## src/rtl/rcs_divsqrt.sv

```systemverilog
// ----------------------------------------------------------------------------
// Shared divide and square root unit
// Restoring division and digit-by-digit square root, one bit per cycle on a
// single shared subtractor.
// ----------------------------------------------------------------------------
module rcs_divsqrt #(
    parameter int NW = 80,
    parameter int DW = 40,
    parameter int RW = 40
) (
    input  logic          i_clk,
    input  logic          i_rst_n,
    input  logic          i_start,
    input  logic          i_sqrt,
    input  logic [NW-1:0] i_num,
    input  logic [DW-1:0] i_den,
    output logic          o_done,
    output logic [NW-1:0] o_quot,
    output logic [RW-1:0] o_root
);
    localparam int CW = $clog2(NW + 1);
    localparam int AW = NW + 2;

    logic          r_busy, r_sqrt;
    logic [CW-1:0] r_cnt;
    logic [NW-1:0] r_n, r_q;
    logic [DW-1:0] r_den;
    logic [AW-1:0] r_rem;
    logic [AW-1:0] w_shift, w_sub, w_try;
    logic          w_ok;

    // Division shifts one numerator bit per step; square root takes two.
    // The divisor is held from the start so the caller may change it.
    always_comb begin
        if (r_sqrt) begin
            w_shift = {r_rem[AW-3:0], r_n[NW-1:NW-2]};
            w_try   = {r_q[AW-3:0], 2'b01};
        end else begin
            w_shift = {r_rem[AW-2:0], r_n[NW-1]};
            w_try   = AW'(r_den);
        end
        w_ok  = (w_shift >= w_try);
        w_sub = w_shift - w_try;
    end

    always_ff @(posedge i_clk) begin
        if (!i_rst_n) begin
            r_busy <= 1'b0;
            o_done <= 1'b0;
        end else begin
            o_done <= 1'b0;
            if (i_start) begin
                r_busy <= 1'b1;
                r_sqrt <= i_sqrt;
                r_cnt  <= i_sqrt ? CW'(NW / 2) : CW'(NW);
                r_n    <= i_num;
                r_den  <= i_den;
                r_q    <= '0;
                r_rem  <= '0;
            end else if (r_busy) begin
                r_rem <= w_ok ? w_sub : w_shift;
                r_q   <= {r_q[NW-2:0], w_ok};
                r_n   <= r_sqrt ? {r_n[NW-3:0], 2'b00} : {r_n[NW-2:0], 1'b0};
                r_cnt <= r_cnt - 1'b1;
                if (r_cnt == CW'(1)) begin
                    r_busy <= 1'b0;
                    o_done <= 1'b1;
                end
            end
        end
    end

    assign o_quot = r_q;
    assign o_root = r_q[RW-1:0];
endmodule

```

## config.mk

```make
export PLATFORM = sky130hd
export DESIGN_NAME = rcs_divsqrt
export DESIGN_NICKNAME = d
export VERILOG_FILES = /design/src/rtl/rcs_divsqrt.sv
export SDC_FILE = /design/constraint.sdc
export NUM_CORES = 1
export LEC_CHECK = 0
export ABC_AREA = 1
export BUFFER_PORTS_ARGS = -buffer_cell sky130_fd_sc_hd__buf_2
export CAP_MARGIN = 15
export CORE_MARGIN = 2
export CORE_UTILIZATION = 60
export CTS_CLUSTER_DIAMETER = 60
export CTS_CLUSTER_SIZE = 16
export DETAILED_ROUTE_END_ITERATION = 8
export GPL_TIMING_DRIVEN = 0
export PLACE_DENSITY = 0.85
export SKIP_LAST_GASP = 1
export SLEW_MARGIN = 40
export SYNTH_ARGS = -nofsm -noshare
export SYNTH_HDL_FRONTEND = slang
export SYNTH_SLANG_ARGS = --single-unit
```

## constraint.sdc

```tcl
create_clock -name i_clk -period 10.7 [get_ports i_clk]
set_input_delay 1.605 -clock i_clk [delete_from_list [all_inputs] [get_ports i_clk]]
set_output_delay 1.605 -clock i_clk [all_outputs]
set_load 0.1 [all_outputs]
```

==> qor.csv <==
stage,metric,value,unit
routing,route.met3.wl,11200,um
worst_hold_path,hold_class,reg2reg,
finish,drive_gt1_share,12.4,%
run_status,outcome,finished clean,
timing,finalCritPeriodShare,59.0,%
worst_setup_path,path_class,reg2reg,
global_route,grt_overflow,0,
synthesis,synth_mux_area_share,0,%
die,die_h,195,um
worst_setup_path,crit_fanout,10,
job,cap_violations,0,
synthesis,synth_common_cells,"nand2_1 (1037), inv_1 (525), nor2_1 (445)",
worst_hold_path,hp-start,r_busy,
routing,wire_per_inst,20.9,um
worst_setup_path,cp_data_required_time,11.06,ns
timing,slew_violations,0,
timing,max_freq,158,MHz
timing,setup_viol,0,
synthesis,synth_area_leader_cell,edfxtp_1,
synthesis,async_flop_share,0,%
timing,fin_setup_tns,0,ns
finish,fin_area,24800,sq um
synthesis,ys_ff_latch,291,
synthesis,synth_cells,3224,
clock_network,clock-sinks,291,
pwr,power_density,201,nW/um^2
clock_network,htree_num_levels,1,
synthesis,synth_compound_area_share,10.5,%
die,rows,69,
worst_setup_path,critPathLaunchType,register,
die,start_util,61.3,%
timing,hold_violations,0,
timing,relSlewSlack,38.4,%
finish,final_nets,3713,
routing,drc,0,
synthesis,avgSynthCellArea,6.80,sq um
placement,place_hpwl,64400,um
worst_setup_path,reg2regPathDepth,19,
routing,vias,23600,
global_route,grt_antenna_before_repair,1,
global_route,grt_use_total,42.9,%
global_route,grt_pass1_wl,125000,um
worst_setup_path,r2r-start,r_sqrt,
synthesis,synth_xor_area_share,1.96,%
finish,area_delta_synth_final,13.4,%
synthesis,netlist_area,21900,sq um
die,dieArea,38100,sq um
timing,rsz0062_at_grt,no,
routing,ant_nets,0,
routing,met1_length,30700,um
placement,port_buffers,243,
synthesis,synth_top_family_by_area,simple AND/OR/NAND/NOR gates,
timing,worstMarginPinSlew,0.924,ns
clock_network,cts.hold.buffers_added,0,
worst_setup_path,reg2reg_slack,4.38,ns
die,io-pin-count,245,
placement,gp_congestion,1.07,
synthesis,yosys.area_share.simple,30.1,%
finish,insertedDiodeCount,0,
worst_setup_path,end_kind,register,
clock_network,postCtsSetupBuffers,0,
synthesis,yosys_warnings,0,
clock_network,clk_pin_slew,0.08,ns
clock_network,cts_buffers,29,
routing,first_pass_iters,8,
clock_network,clk_latency,0.62,ns
routing,viasPerCell,5.92,
routing,met2_length,35800,um
clock_network,cts_buffer_depth,3,
synthesis,synth_edf_count,289,
synthesis,netlist-cell-type-count,39,
pwr,max-vdd-ir-drop,0.203,mV
routing,top_layer,met5,
worst_hold_path,holdPathStages,2,
placement,placed_area,23800,sq um
synthesis,yosysTopAreaCellShare,39.6,%
synthesis,yosys_most_used_dff,edfxtp_1,
routing,drt_wl_total,83200,um
clock_network,cts_tree,yes,
finish,fillCellCount,2854,
timing,finClkSkew,0.0264,ns
global_route,grt_pass1_vias,22400,
global_route,grt_max_degree,44,
worst_setup_path,r2r_end,r_rem[67],
pwr,power_leakage,0.0125,uW
synthesis,ys_seq_area_share,39.8,%
worst_setup_path,worstPathArrival,6.67,ns
worst_hold_path,hold_end,o_done,
die,core,35700,sq um
clock_network,cts_resized,0,
routing,drtIter0Drc,3269,
die,die-width,195,um
timing,layout_min_cycle_time,6.32,ns
synthesis,synth.most_common_cell,nand2_1,
synthesis,synthAdderAreaFrac,4.89,%
synthesis,synth.area.top_cells,"edfxtp_1 (40%), nand2_1 (18%), inv_1 (9.0%)",
clock_network,cts-root-buf,clkbuf_16,
synthesis,syn-num-nets,3433,
[power by group]
group	leakage [uW]	switching [uW]	internal (uW)
registers	0.00283	74.7	1440
logic	0.00921	1730	626
clock network	0.000483	522	595
total	0.0125	2330	2660
[state kept, by name, indices dropped and copies added, names as in the netlist]
name / cells
r_busy: 1
r_rem: 81
r_n: 80
r_den: 40
r_sqrt: 1
o_quot: 80
r_cnt: 7
o_done: 1
[how the worst max path moves through the flow]
stage	slack (ns)	depth (start not counted)	startpoint	endpoint
global placement	0.01	4	i_start	o_quot[27]
finish	4.38	19	r_sqrt	r_rem[67]
floorplan	2.63	4	i_start	o_quot[0]
CTS	4.69	18	r_sqrt	r_rem[67]
detailed placement	4.69	18	r_sqrt	r_rem[67]
global route	4.25	19	r_sqrt	r_rem[67]
[layout make-up]
cell class                 count  area [sq um]  area share [%]
buffer                       140           754            3.04
inverter                     550          2070            8.32
sequential                   291          8720            35.1
clock inverter                15           231           0.932
clock buffer                  36           762            3.07
tap                          461           577            2.32
multi-input combinational   2243         10400            41.8
timing repair buffer         249          1340            5.38
[metrics by stage]
stage	instances	worst slack, ns	util, %	hold slack, ns	power [uW]
floorplan	3224	2.63	-	0.436	3120
global placement	3928	0.0116	66.3	0.443	3730
detailed placement	3934	4.69	66.7	0.545	3770
CTS	3985	4.69	69.5	0.554	4880
global route	3985	4.25	69.5	0.604	5190
finish	3985	4.38	69.5	0.558	4990
[layout by cell type, fill, tap and decap left out, types with 4 or more instances in the layout]
| cell type | synthesis | final |
|---|---|---|
| nand2_1 | 1037 | 1036 |
| inv_1 | 525 | 524 |
| nor2_1 | 445 | 445 |
| edfxtp_1 | 289 | 289 |
| buf_2 | 14 | 258 |
| a21oi_1 | 231 | 231 |
| o21ai_0 | 192 | 192 |
| nand3_1 | 90 | 90 |
| ha_1 | 84 | 84 |
| clkbuf_1 | 69 | 67 |
| xor2_1 | 45 | 45 |
| buf_4 | 41 | 41 |
| clkbuf_16 | 0 | 29 |
| inv_2 | 24 | 24 |
| nor2_2 | 20 | 20 |
| nor3_1 | 19 | 19 |
| o21bai_1 | 17 | 17 |
| buf_1 | 12 | 11 |
| or2_2 | 11 | 11 |
| nand2_2 | 11 | 11 |
| nand3b_1 | 10 | 10 |
| clkbuf_2 | 0 | 8 |
| buf_12 | 1 | 7 |
| and2_1 | 4 | 4 |
| xnor2_1 | 4 | 4 |
| nand4_1 | 4 | 4 |
| clkinv_8 | 0 | 4 |
[routing by layer]
metal	up-vias	global-route usage [%]
li1	10600	-
met1	10700	56.4
met2	1873	67.1
met3	409	8.89
met4	2	22.5
met5	-	0
[worst max-delay path, cell delays in order, from the launching register on]
cell      delay (ns)
edfxtp_1        0.33
buf_2           0.38
clkbuf_1        0.65
buf_2           0.50
clkbuf_1        0.50
clkbuf_1        0.68
nand2_1         0.18
ha_1            0.45
nand2_1         0.13
nor2_1          0.16
nand2_1         0.10
nor3_2          0.41
nand3_1         0.27
nor3_2          0.22
nor2_2          0.08
nand2_4         0.23
inv_2           0.16
buf_6           0.20
nor2_1          0.32
nor2_1          0.07
[cells by family (layout without fill, tap and decap cells)]
logic type,Yosys count,after routing
simple gates,1661,1661
buf+inv,690,990
compound gates,448,448
flops,291,291
fa+ha+maj,85,85
xor+xnor,49,49
(Power assumes the default switching activity.)
